===== src/rtl/udpfb_pkg.sv =====
// Types and constants of the UDP/IPv4 frame builder.
`default_nettype none

package udpfb_pkg;

  localparam int MaxPayloadDef = 1472;
  localparam int HdrBytes      = 42;
  localparam int IdxW          = $clog2(HdrBytes);

  localparam logic [15:0] EphFirst      = 16'd49152;
  localparam logic [15:0] EphLast       = 16'd65500;
  localparam logic [15:0] IdentReset    = 16'd1;
  localparam logic [7:0]  IpVerIhl      = 8'h45;
  localparam logic [7:0]  IpTtl         = 8'd64;
  localparam logic [7:0]  IpProtoUdp    = 8'd17;
  localparam logic [15:0] EtherTypeIpv4 = 16'h0800;
  localparam logic [15:0] IpLenBase     = 16'd28;
  localparam logic [15:0] UdpLenBase    = 16'd8;

  localparam logic OpHeader  = 1'b0;
  localparam logic OpPayload = 1'b1;

  localparam int CfgIdxW  = 1;
  localparam int CfgDataW = 48;
  localparam logic [CfgIdxW-1:0] RegSourceMac = 1'b0;
  localparam logic [CfgIdxW-1:0] RegSourceIp  = 1'b1;

  typedef struct packed {
    logic        opcode;
    logic [31:0] dest_ip;
    logic [15:0] dest_port;
    logic [15:0] local_port;
    logic [15:0] payload_length;
    logic [7:0]  payload_byte;
  } in_item_t;

  typedef struct packed {
    logic [7:0]  frame_byte;
    logic        frame_last;
    logic [15:0] port_used;
  } out_item_t;

  // Per-frame header fields captured when a header beat is taken.
  typedef struct packed {
    logic [31:0] dest_ip;
    logic [15:0] dest_port;
    logic [15:0] src_port;
    logic [15:0] ip_len;
    logic [15:0] udp_len;
    logic [15:0] ident;
  } hdr_ctx_t;

endpackage

`default_nettype wire


===== src/rtl/udpfb_hdr.sv =====
// Header context, pipelined IPv4 checksum and header byte selection.
`default_nettype none

module udpfb_hdr (
  input  logic                      clk_i,
  input  logic                      load_i,
  input  udpfb_pkg::hdr_ctx_t       ctx_i,
  input  logic [47:0]               source_mac_i,
  input  logic [31:0]               source_ip_i,
  input  logic [udpfb_pkg::IdxW-1:0] idx_i,
  output logic [7:0]                byte_o
);

  udpfb_pkg::hdr_ctx_t ctx_q;
  logic [17:0] sum_a_q, sum_b_q;
  logic [18:0] sum_q;
  logic [16:0] fold1;
  logic [15:0] fold2;
  logic [15:0] ck_q;
  logic [7:0]  hb [udpfb_pkg::HdrBytes];

  always_ff @(posedge clk_i) begin
    if (load_i) begin
      ctx_q <= ctx_i;
    end
  end

  // The checksum runs freely off the held context through sum_a_q/sum_b_q, sum_q
  // and ck_q, and settles long before the checksum bytes are reached on the wire.
  assign fold1 = 17'(sum_q[15:0]) + 17'(sum_q[18:16]);
  assign fold2 = fold1[15:0] + 16'(fold1[16]);

  always_ff @(posedge clk_i) begin
    sum_a_q <= 18'({udpfb_pkg::IpVerIhl, 8'h00}) + 18'({udpfb_pkg::IpTtl, udpfb_pkg::IpProtoUdp})
             + 18'(ctx_q.ip_len) + 18'(ctx_q.ident);
    sum_b_q <= 18'(source_ip_i[31:16]) + 18'(source_ip_i[15:0])
             + 18'(ctx_q.dest_ip[31:16]) + 18'(ctx_q.dest_ip[15:0]);
    sum_q   <= 19'(sum_a_q) + 19'(sum_b_q);
    ck_q    <= ~fold2;
  end

  always_comb begin
    for (int i = 0; i < 6; i++) begin
      hb[i]     = 8'hFF;
      hb[6 + i] = source_mac_i[8*(5-i) +: 8];
    end
    hb[12] = udpfb_pkg::EtherTypeIpv4[15:8];
    hb[13] = udpfb_pkg::EtherTypeIpv4[7:0];
    hb[14] = udpfb_pkg::IpVerIhl;
    hb[15] = 8'h00;
    hb[16] = ctx_q.ip_len[15:8];
    hb[17] = ctx_q.ip_len[7:0];
    hb[18] = ctx_q.ident[15:8];
    hb[19] = ctx_q.ident[7:0];
    hb[20] = 8'h00;
    hb[21] = 8'h00;
    hb[22] = udpfb_pkg::IpTtl;
    hb[23] = udpfb_pkg::IpProtoUdp;
    hb[24] = ck_q[15:8];
    hb[25] = ck_q[7:0];
    for (int i = 0; i < 4; i++) begin
      hb[26 + i] = source_ip_i[8*(3-i) +: 8];
      hb[30 + i] = ctx_q.dest_ip[8*(3-i) +: 8];
    end
    hb[34] = ctx_q.src_port[15:8];
    hb[35] = ctx_q.src_port[7:0];
    hb[36] = ctx_q.dest_port[15:8];
    hb[37] = ctx_q.dest_port[7:0];
    hb[38] = ctx_q.udp_len[15:8];
    hb[39] = ctx_q.udp_len[7:0];
    hb[40] = 8'h00;
    hb[41] = 8'h00;
  end

  assign byte_o = (32'(idx_i) < udpfb_pkg::HdrBytes) ? hb[idx_i] : 8'h00;

endmodule

`default_nettype wire


===== src/rtl/udp_ipv4_frame_builder_unit.sv =====
// Top level of the UDP/IPv4 Ethernet frame builder.
//
//   channel | direction | handshake              | beat
//   --------+-----------+------------------------+------------------------------
//   in      | sink      | in_valid_i / in_stall_o | header item or payload byte
//   out     | source    | out_valid_o/out_stall_i | one frame byte with last, port
//   cfg     | sink      | cfg_we_i               | source MAC or source IP
//
// Payload beats stream back to back while the output is not stalled.
// A header beat emits 42 header bytes, one header byte per cycle while the output
// is not stalled; the input is stalled until the last of them enters the output register.
// The output register holds a beat while out_stall_i is high; the input is
// stalled only while that register cannot take a new beat or a header runs.
// Reset is asynchronous and clears all control state and the config registers.
`default_nettype none

module udp_ipv4_frame_builder_unit #(
  parameter int MaxPayload = udpfb_pkg::MaxPayloadDef
) (
  input  logic                              clk_i,
  input  logic                              rst_ni,
  input  logic                              in_valid_i,
  output logic                              in_stall_o,
  input  udpfb_pkg::in_item_t               in_data_i,
  output logic                              out_valid_o,
  input  logic                              out_stall_i,
  output udpfb_pkg::out_item_t              out_data_o,
  input  logic                              cfg_we_i,
  input  logic [udpfb_pkg::CfgIdxW-1:0]     cfg_idx_i,
  input  logic [udpfb_pkg::CfgDataW-1:0]    cfg_data_i
);

  localparam int RemW = $clog2(MaxPayload + 1);

  logic [47:0] mac_q;
  logic [31:0] sip_q;

  logic [15:0] ident_q, ident_d;
  logic [15:0] eph_q, eph_d;
  logic [RemW-1:0] rem_q, rem_d;
  logic [15:0] frame_port_q, frame_port_d;
  logic hdr_active_q, hdr_active_d;
  logic [udpfb_pkg::IdxW-1:0] hdr_idx_q, hdr_idx_d;
  logic out_valid_q, out_valid_d;
  udpfb_pkg::out_item_t out_q, out_d;

  logic out_ready, in_acc, hdr_start, pay_acc, hdr_last;
  logic [RemW-1:0] plen_cap;
  logic [15:0] lport_sel, eph_nx;
  logic [16:0] eph_inc;
  logic [7:0] hdr_byte;
  udpfb_pkg::hdr_ctx_t ctx;

  assign out_ready  = !out_valid_q || !out_stall_i;
  assign in_stall_o = hdr_active_q || !out_ready;
  assign in_acc     = in_valid_i && !in_stall_o;
  assign hdr_start  = in_acc && (in_data_i.opcode == udpfb_pkg::OpHeader);
  assign pay_acc    = in_acc && (in_data_i.opcode == udpfb_pkg::OpPayload) && (rem_q != '0);
  assign hdr_last   = (hdr_idx_q == udpfb_pkg::IdxW'(udpfb_pkg::HdrBytes - 1));

  assign plen_cap = (in_data_i.payload_length > 16'(MaxPayload)) ? RemW'(MaxPayload)
                                                                 : in_data_i.payload_length[RemW-1:0];
  assign lport_sel = (in_data_i.local_port == 16'd0) ? eph_q : in_data_i.local_port;
  assign eph_inc   = 17'(eph_q) + 17'd1;
  assign eph_nx    = (eph_inc > 17'(udpfb_pkg::EphLast)) ? udpfb_pkg::EphFirst : eph_inc[15:0];

  always_comb begin
    ctx.dest_ip   = in_data_i.dest_ip;
    ctx.dest_port = in_data_i.dest_port;
    ctx.src_port  = lport_sel;
    ctx.ip_len    = udpfb_pkg::IpLenBase + 16'(plen_cap);
    ctx.udp_len   = udpfb_pkg::UdpLenBase + 16'(plen_cap);
    ctx.ident     = ident_q;
  end

  udpfb_hdr u_hdr (
    .clk_i        (clk_i),
    .load_i       (hdr_start),
    .ctx_i        (ctx),
    .source_mac_i (mac_q),
    .source_ip_i  (sip_q),
    .idx_i        (hdr_idx_q),
    .byte_o       (hdr_byte)
  );

  always_comb begin
    ident_d      = ident_q;
    eph_d        = eph_q;
    rem_d        = rem_q;
    frame_port_d = frame_port_q;
    hdr_active_d = hdr_active_q;
    hdr_idx_d    = hdr_idx_q;
    out_valid_d  = out_valid_q;
    out_d        = out_q;

    if (out_ready) begin
      out_valid_d = 1'b0;
    end

    if (hdr_active_q && out_ready) begin
      out_valid_d      = 1'b1;
      out_d.frame_byte = hdr_byte;
      out_d.frame_last = hdr_last && (rem_q == '0);
      out_d.port_used  = frame_port_q;
      hdr_idx_d        = hdr_idx_q + 1'b1;
      if (hdr_last) begin
        hdr_active_d = 1'b0;
      end
    end else if (pay_acc) begin
      out_valid_d      = 1'b1;
      out_d.frame_byte = in_data_i.payload_byte;
      out_d.frame_last = (rem_q == RemW'(1));
      out_d.port_used  = frame_port_q;
      rem_d            = rem_q - 1'b1;
    end

    // A header beat restarts the frame and drops what was left of the old one.
    if (hdr_start) begin
      hdr_active_d = 1'b1;
      hdr_idx_d    = '0;
      rem_d        = plen_cap;
      frame_port_d = lport_sel;
      ident_d      = ident_q + 16'd1;
      if (in_data_i.local_port == 16'd0) begin
        eph_d = eph_nx;
      end
    end
  end

  always_ff @(posedge clk_i or negedge rst_ni) begin
    if (!rst_ni) begin
      ident_q      <= udpfb_pkg::IdentReset;
      eph_q        <= udpfb_pkg::EphFirst;
      rem_q        <= '0;
      frame_port_q <= '0;
      hdr_active_q <= 1'b0;
      hdr_idx_q    <= '0;
      out_valid_q  <= 1'b0;
    end else begin
      ident_q      <= ident_d;
      eph_q        <= eph_d;
      rem_q        <= rem_d;
      frame_port_q <= frame_port_d;
      hdr_active_q <= hdr_active_d;
      hdr_idx_q    <= hdr_idx_d;
      out_valid_q  <= out_valid_d;
    end
  end

  always_ff @(posedge clk_i) begin
    out_q <= out_d;
  end

  always_ff @(posedge clk_i or negedge rst_ni) begin
    if (!rst_ni) begin
      mac_q <= '0;
      sip_q <= '0;
    end else if (cfg_we_i) begin
      unique case (cfg_idx_i)
        udpfb_pkg::RegSourceMac: mac_q <= cfg_data_i[47:0];
        udpfb_pkg::RegSourceIp:  sip_q <= cfg_data_i[31:0];
        default: ;
      endcase
    end
  end

  assign out_valid_o = out_valid_q;
  assign out_data_o  = out_q;

endmodule

`default_nettype wire


===== config.mk =====
export PLATFORM = sky130hd
export DESIGN_NAME = udp_ipv4_frame_builder_unit
export DESIGN_NICKNAME = d
export VERILOG_FILES = /design/src/rtl/udpfb_pkg.sv /design/src/rtl/udpfb_hdr.sv /design/src/rtl/udp_ipv4_frame_builder_unit.sv
export SDC_FILE = /design/constraint.sdc
export NUM_CORES = 1
export LEC_CHECK = 0
export ABC_CLOCK_PERIOD_IN_PS = 11400
export BUFFER_PORTS_ARGS = -buffer_cell sky130_fd_sc_hd__buf_2
export CAP_MARGIN = 5
export CORE_UTILIZATION = 45
export DETAILED_ROUTE_END_ITERATION = 7
export PLACE_DENSITY = 0.74
export SETUP_SLACK_MARGIN = 0.5
export SYNTH_ARGS = -nofsm -noshare
export SYNTH_HDL_FRONTEND = slang
export SYNTH_SLANG_ARGS = --single-unit

===== constraint.sdc =====
create_clock -name clk_i -period 11.4 [get_ports clk_i]
set_input_delay 0.57 -clock clk_i [delete_from_list [all_inputs] [get_ports clk_i]]
set_output_delay 0.57 -clock clk_i [all_outputs]
set_load 0.05 [all_outputs]

; ---- After elaboration in Yosys (flattened, before gate mapping)
; Cells that the tools add are included.
[totals]
register_bits = 355
in_bits = 143
word_cells = 92
[classes]
n_addsub = 14
magnitude_cmp = 4
eq_ne = 3
muxes = 20
n_bitwise = 4
reduce_logical = 25
[op_table]
columns = operator, n
row1 = $add A18 B16 Y18, 3
row2 = $mux W25, 2
row3 = $bmux W8 S6, 1
row4 = $mux W11, 4
row5 = $mux W16, 2
row6 = $mux W8, 3
row7 = $add A18 B18 Y19, 1
row8 = $add A16 B1 Y17 const B, 1
row9 = $add A16 B16 Y17, 1
row10 = $add A16 B16 Y17 const A, 1
row11 = $add A16 B3 Y17, 1
row12 = $gt A17 B16 Y1 const B, 1
row13 = $add A16 B1 Y16, 1
row14 = $add A16 B1 Y16 const B, 1
row15 = $gt A16 B11 Y1 const B, 1
row16 = $logic_not A16 Y1, 1
row17 = $not A16 Y16, 1
row18 = $add A4 B11 Y12 const A, 1
row19 = $add A5 B11 Y12 const A, 1
row20 = $mux W6, 2
row21 = $eq A11 B1 Y1 const B, 1
row22 = $logic_not A11 Y1, 1
row23 = $reduce_bool A11 Y1, 1
row24 = $sub A11 B1 Y11 const B, 1
row25 = other kinds (14), 36

; ---- Logic depth before layout (Yosys ltp)
[depth]
word_depth = 11
mapped_depth = 22
depth_no_buf = 22

; ---- Hierarchy
; From an unflattened synthesis, not the netlist that was laid out.
[hier_totals]
hier_cells = 1621
hier_area_um2 = 18557.8
[modules_own_cells]
columns = module, n_inst, cells_per_inst, area_per_inst_um2
row1 = udpfb_hdr, 1, 929, 10735.3
row2 = udp_ipv4_frame_builder_unit, 1, 692, 7822.5

; ---- Worst setup path before layout
; OpenSTA, ideal clock, no wires.
[synth_timing]
path_type = register to register
from = register out_valid_q, in the netlist out_valid_o
to = register u_hdr.ctx_q[0] (netlist bit), enable pin
setup_time_ns = 0.506
arrival_ns = 4.754
path_slack_ns = 6.140
path_stages_with_launch = 9
period_less_slack_ns = 5.260
cell_sequence = dfrtp_1 -> a21oi_2 -> nand2_1 -> or2_1 -> buf_2 -> inv_2 -> buf_2 -> buf_1 -> buf_1
[synth_between]
elab_chain_len = 7
[synth_lines]
columns = item, line
row1 = "start, declared", udp_ipv4_frame_builder_unit.sv:44  ; logic out_valid_q, out_valid_d;
row2 = "start signal, assigned", udp_ipv4_frame_builder_unit.sv:146  ; out_valid_q <= out_valid_d;
row3 = $logic_not A1 Y1, udp_ipv4_frame_builder_unit.sv:54  ; assign out_ready = !out_valid_q || !out_stall_i;
row4 = $logic_or A1 B1 Y1, udp_ipv4_frame_builder_unit.sv:54
row5 = $logic_not A1 Y1, udp_ipv4_frame_builder_unit.sv:55  ; assign in_stall_o = hdr_active_q || !out_ready;
row6 = $logic_or A1 B1 Y1, udp_ipv4_frame_builder_unit.sv:55
row7 = $logic_not A1 Y1, udp_ipv4_frame_builder_unit.sv:56  ; assign in_acc = in_valid_i && !in_stall_o;
row8 = $logic_and A1 B1 Y1, udp_ipv4_frame_builder_unit.sv:56
row9 = $logic_and A1 B1 Y1, udp_ipv4_frame_builder_unit.sv:57  ; assign hdr_start = in_acc && (in_data_i.opcode == udpfb_pkg::OpHeader);
row10 = "end signal, assigned", udpfb_hdr.sv:24  ; ctx_q <= ctx_i;
row11 = "end, declared", udpfb_hdr.sv:14  ; udpfb_pkg::hdr_ctx_t ctx_q;
; Every way passes these cells.
; A chain may end at the register's enable or synchronous reset.

; ---- Final worst setup path
[layout_timing]
from = register sip_q[0]
to = register u_hdr.sum_b_q[16]
[layout_between]
elab_chain_len = 3
[layout_lines]
columns = item, line
row1 = "start, declared", udp_ipv4_frame_builder_unit.sv:36  ; logic [31:0] sip_q;
row2 = "start signal, assigned", udp_ipv4_frame_builder_unit.sv:161  ; udpfb_pkg::RegSourceIp: sip_q <= cfg_data_i[31:0];
row3 = $add A16 B16 Y17, udpfb_hdr.sv:36  ; sum_b_q <= 18'(source_ip_i[31:16]) + 18'(source_ip_i[15:0])
row4 = $add A18 B16 Y18 (2 in a row), udpfb_hdr.sv:37  ; + 18'(ctx_q.dest_ip[31:16]) + 18'(ctx_q.dest_ip[15:0]);
row5 = "end signal, assigned", udpfb_hdr.sv:36
row6 = "end, declared", udpfb_hdr.sv:15  ; logic [17:0] sum_a_q, sum_b_q;
; Every way passes these cells.

==> summary.txt <==
Status
  • Outcome: complete, no violations

Critical path
  • WP buf/inv: 3
  • CP required: 11.80 ns
  • CP cell instances: ha_1 -> inv_1 -> fa_1 -> inv_1 -> a21oi_1 -> o21bai_1 -> a21o_1 -> a31o_2 -> a41oi_1 -> nor2b_1 -> xor2_1 -> fa_1 -> inv_1 -> ha_1 -> nand3_1 -> nor2_1 -> a221oi_1 -> o21ai_0 -> a21oi_1 -> nor3_1 -> a311o_1
  • Most frequent CP cell: inv_1
  • Reg2Reg Depth: 21
  • Slowest-stage cell, CP: fa_1
  • Worst reg-to-reg setup slack: 6.79 ns
  • Slowest cell delay on critical path: 0.45 ns
  • Crit path arrival time: 5.01 ns
  • Critical path launch point type: register
  • WP depth: 21
  • Critical path type: reg -> reg
  • Worst r2r dst: u_hdr.sum_b_q[16]$_DFF_P_
  • Critical path capture point type: register
  • Cell family with most CP delay: compound AO/OA/AOI/OAI gates
  • Worst-path fanout max: 6
  • Worst R2R Start: sip_q[0]$_DFFE_PN0P_

STA
  • Max Slew Vio Count: 0
  • F_max: 217 MHz
  • Fin. Hold Viols: 0
  • RSZ-0062 raised after global routing: no
  • Final setup fails: 0
  • Final Cycle Share: 40.5%
  • Clock Skew: 0.0187 ns
  • Worst rel slew slack: 33.7%
  • Setup tns final: 0 ns
  • Tightest Pin Transition: 0.995 ns
  • Minimum clock period after layout: 4.61 ns
  • Worst hold margin: 0.0649 ns

GRT
  • Initial antenna violation count: 5
  • Global route total overflow: 0
  • Vias in the first global route: 13,200
  • Global-route wire length before repair: 73.5 mm
  • Largest net degree at the start of global routing: 81
  • Gr usage total: 23.2%

CTS
  • Clock sinks: 344
  • CTS Hold Bufs: 0
  • Clk slew on worst S/H paths: 0.06 ns
  • H-Tree Depth: 2
  • CTS Root Cell: clkbuf_16
  • Longest Clk Path Bufs: 3
  • Post-CTS Resized: 0
  • CTS tree: yes
  • Number of CTS-inserted buffers: 37
  • Post-CTS setup buffer count: 0
  • Worst skew pair latency: 0.53 ns

Route
  • Vias: 13,100
  • Final antenna-violating net count: 0
  • Wirelength per Cell: 20.6 um
  • M1 wire length: 19.8 mm
  • First DRT Iteration DRCs: 1,041
  • Routed wl met3: 3.52 mm
  • Met2 Routed Length: 22.5 mm
  • Final wirelength: 47.5 mm
  • Drt first pass iters: 7
  • DRC violations left: 0
  • Max Used Layer: met5
  • Drt via density: 5.67

Floorplanning
  • Top Ports: 170
  • # rows: 73
  • Die W: 203 um
  • DIE HEIGHT: 203 um
  • Initial Util: 45.6%
  • Core area: 0.0397 mm2
  • Full die area: 0.0411 mm2

Synthesis
  • Most used DFF post-synth: dfrtp_1
  • Main combinational cell family by area after synthesis: multiplexers
  • Adder-cell share of the synthesized area: 7.91%
  • Post-Synth Simple-Gate Area: 11.4%
  • Synth area leaders: edfxtp_1, dfrtp_1, dfxtp_1, ha_1, mux2_2
  • Part of the Yosys area used for sequential elements: 49.1%
  • Cell area after synthesis: 0.0181 mm2
  • Multiplexer share of the synthesized area: 12.0%
  • Async SR Flop Fraction: 42.7%
  • Synth top area share: 21.0%
  • Xor and xnor area share after synthesis: 5.27%
  • Number of synthesized flops with an enable pin: 127
  • Compound-Gate Fraction of Synth Area: 10.6%
  • Synth Warn #: 0
  • #FFs+latches synth: 344
  • Post-synth top area cell: edfxtp_1
  • Synth cell types: 77
  • Mapped Cells: 1,597
  • Post-Syn Area per Cell: 11.3 um2

Pwr
  • NetSw: 1.92 mW
  • Clk pwr share: 24.6%
  • Net Sw Frac: 37.8%
  • Leakage: 8.79 nW
  • PD cells: 245 mW/mm2
  • Peak VDD IR: 0.184 mV
  • Flop pwr share: 35.6%
  • Internal: 3.16 mW
  • Combinational share of power: 39.9%
  • Tot Pwr: 5.08 mW

Place
  • DP HPWL: 35.6 mm
  • PortBufs: 169
  • RD Place Congestion: 0.910
  • Cell area after placement: 0.0194 mm2

Final layout
  • Area grow syn2layout: 14.3%
  • Nets: 1,999
  • Layout cells sized above 1: 22.4%
  • Design Area, Final: 0.0207 mm2

Run
  • Max-cap violations: 0

Min path
  • Worst Hold Class: in -> async
==> layer usage <==
metal | up-vias | global-route usage [%]
met4 | 4 | 8.27
met5 | - | 0
li1 | 6089 | -
met1 | 6383 | 30.6
met2 | 533 | 37.8
met3 | 92 | 4.67
==> kinds of logic after synthesis <==
| family | after synthesis |
|---|---|
| AND/OR/NAND/NOR | 423 |
| flip-flops | 344 |
| AO/OA/AOI/OAI | 297 |
| buffers and inverters | 167 |
| multiplexers | 154 |
| XOR/XNOR | 109 |
| adder cells (fa/ha/maj) | 102 |
| other | 1 |
==> worst max path at each step <==
stage                                  from                         to  slack, ns
floorplan           out_valid_o$_DFFE_PN0P_   u_hdr.ctx_q[0]$_DFFE_PP_       6.14
detailed placement     sip_q[0]$_DFFE_PN0P_  u_hdr.sum_b_q[17]$_DFF_P_       6.83
global route           sip_q[0]$_DFFE_PN0P_  u_hdr.sum_b_q[16]$_DFF_P_       6.46
finish                 sip_q[0]$_DFFE_PN0P_  u_hdr.sum_b_q[16]$_DFF_P_       6.79
global placement       sip_q[0]$_DFFE_PN0P_  u_hdr.sum_b_q[17]$_DFF_P_       6.94
CTS                    sip_q[0]$_DFFE_PN0P_  u_hdr.sum_b_q[16]$_DFF_P_       6.77
==> state kept, by name (all words and copies together), names as in the netlist, 17 cells and up <==
register	flops
u_hdr.sum_a_q	17
u_hdr.ctx_q	102
u_hdr.sum_b_q	18
mac_q	48
u_hdr.sum_q	19
out_data_o	25
sip_q	32
==> layout by cell type (no fill, tap or decap), types with 10 or more instances in the layout <==
master,synthesis,final
ha_1,81,81
a21o_1,34,34
nand4_1,19,19
xnor2_1,66,66
fa_1,21,21
nand2b_1,10,10
o31ai_1,14,14
mux2_2,89,89
mux4_2,41,41
xor2_1,43,43
dfxtp_1,70,70
and3_1,20,20
dfrtp_1,144,142
o211ai_1,11,11
o21ai_1,12,12
nor2b_1,15,14
nor2_1,78,78
nor3_1,28,28
inv_1,105,105
clkbuf_16,0,38
buf_2,16,168
a31oi_1,21,21
mux2i_1,24,24
nand3_1,43,43
edfxtp_1,127,127
o21ai_0,62,62
a21oi_1,66,66
nand2_1,152,152
==> cell type report <==
type | count | area [um2]
diodes | 2 | 5.00
clock buffers | 51 | 1060
clock inverters | 16 | 215
fillers | 3385 | 19000
inverters | 106 | 400
multi-input cells | 1087 | 8560
flip-flops and latches | 344 | 8900
well taps | 525 | 657
repair buffers | 178 | 920
==> cell usage after synthesis (all sizes together) (41+ instances only) <==
| cell | number |
|---|---|
| xnor2 | 66 |
| edfxtp | 127 |
| dfxtp | 70 |
| nand3 | 44 |
| ha | 81 |
| inv | 106 |
| xor2 | 43 |
| mux4 | 41 |
| dfrtp | 144 |
| nor2 | 78 |
| a21oi | 67 |
| nand2 | 153 |
| mux2 | 89 |
| o21ai | 74 |
==> power by group through the flow <==
stage          sequential, mW  clock (mW)  combinational [mW]
4_1_cts                  1.81        1.27                2.02
2_1_floorplan            1.81           0                1.42
5_1_grt                  1.84        1.32                2.22
3_5_place_dp             1.83           0                1.99
3_3_place_gp             1.82           0                1.96
6_report                 1.81        1.25                2.02
==> through the flow <==
step	util, %	setup slack [ns]	std cells
final	52.1	6.79	2309
after global routing	52.1	6.46	2308
after CTS	52.1	6.77	2307
after detailed placement	48.9	6.83	2240
after global placement	48.9	6.94	2240
after floorplan	-	6.14	1598
Power figures use the tool's default switching activity.
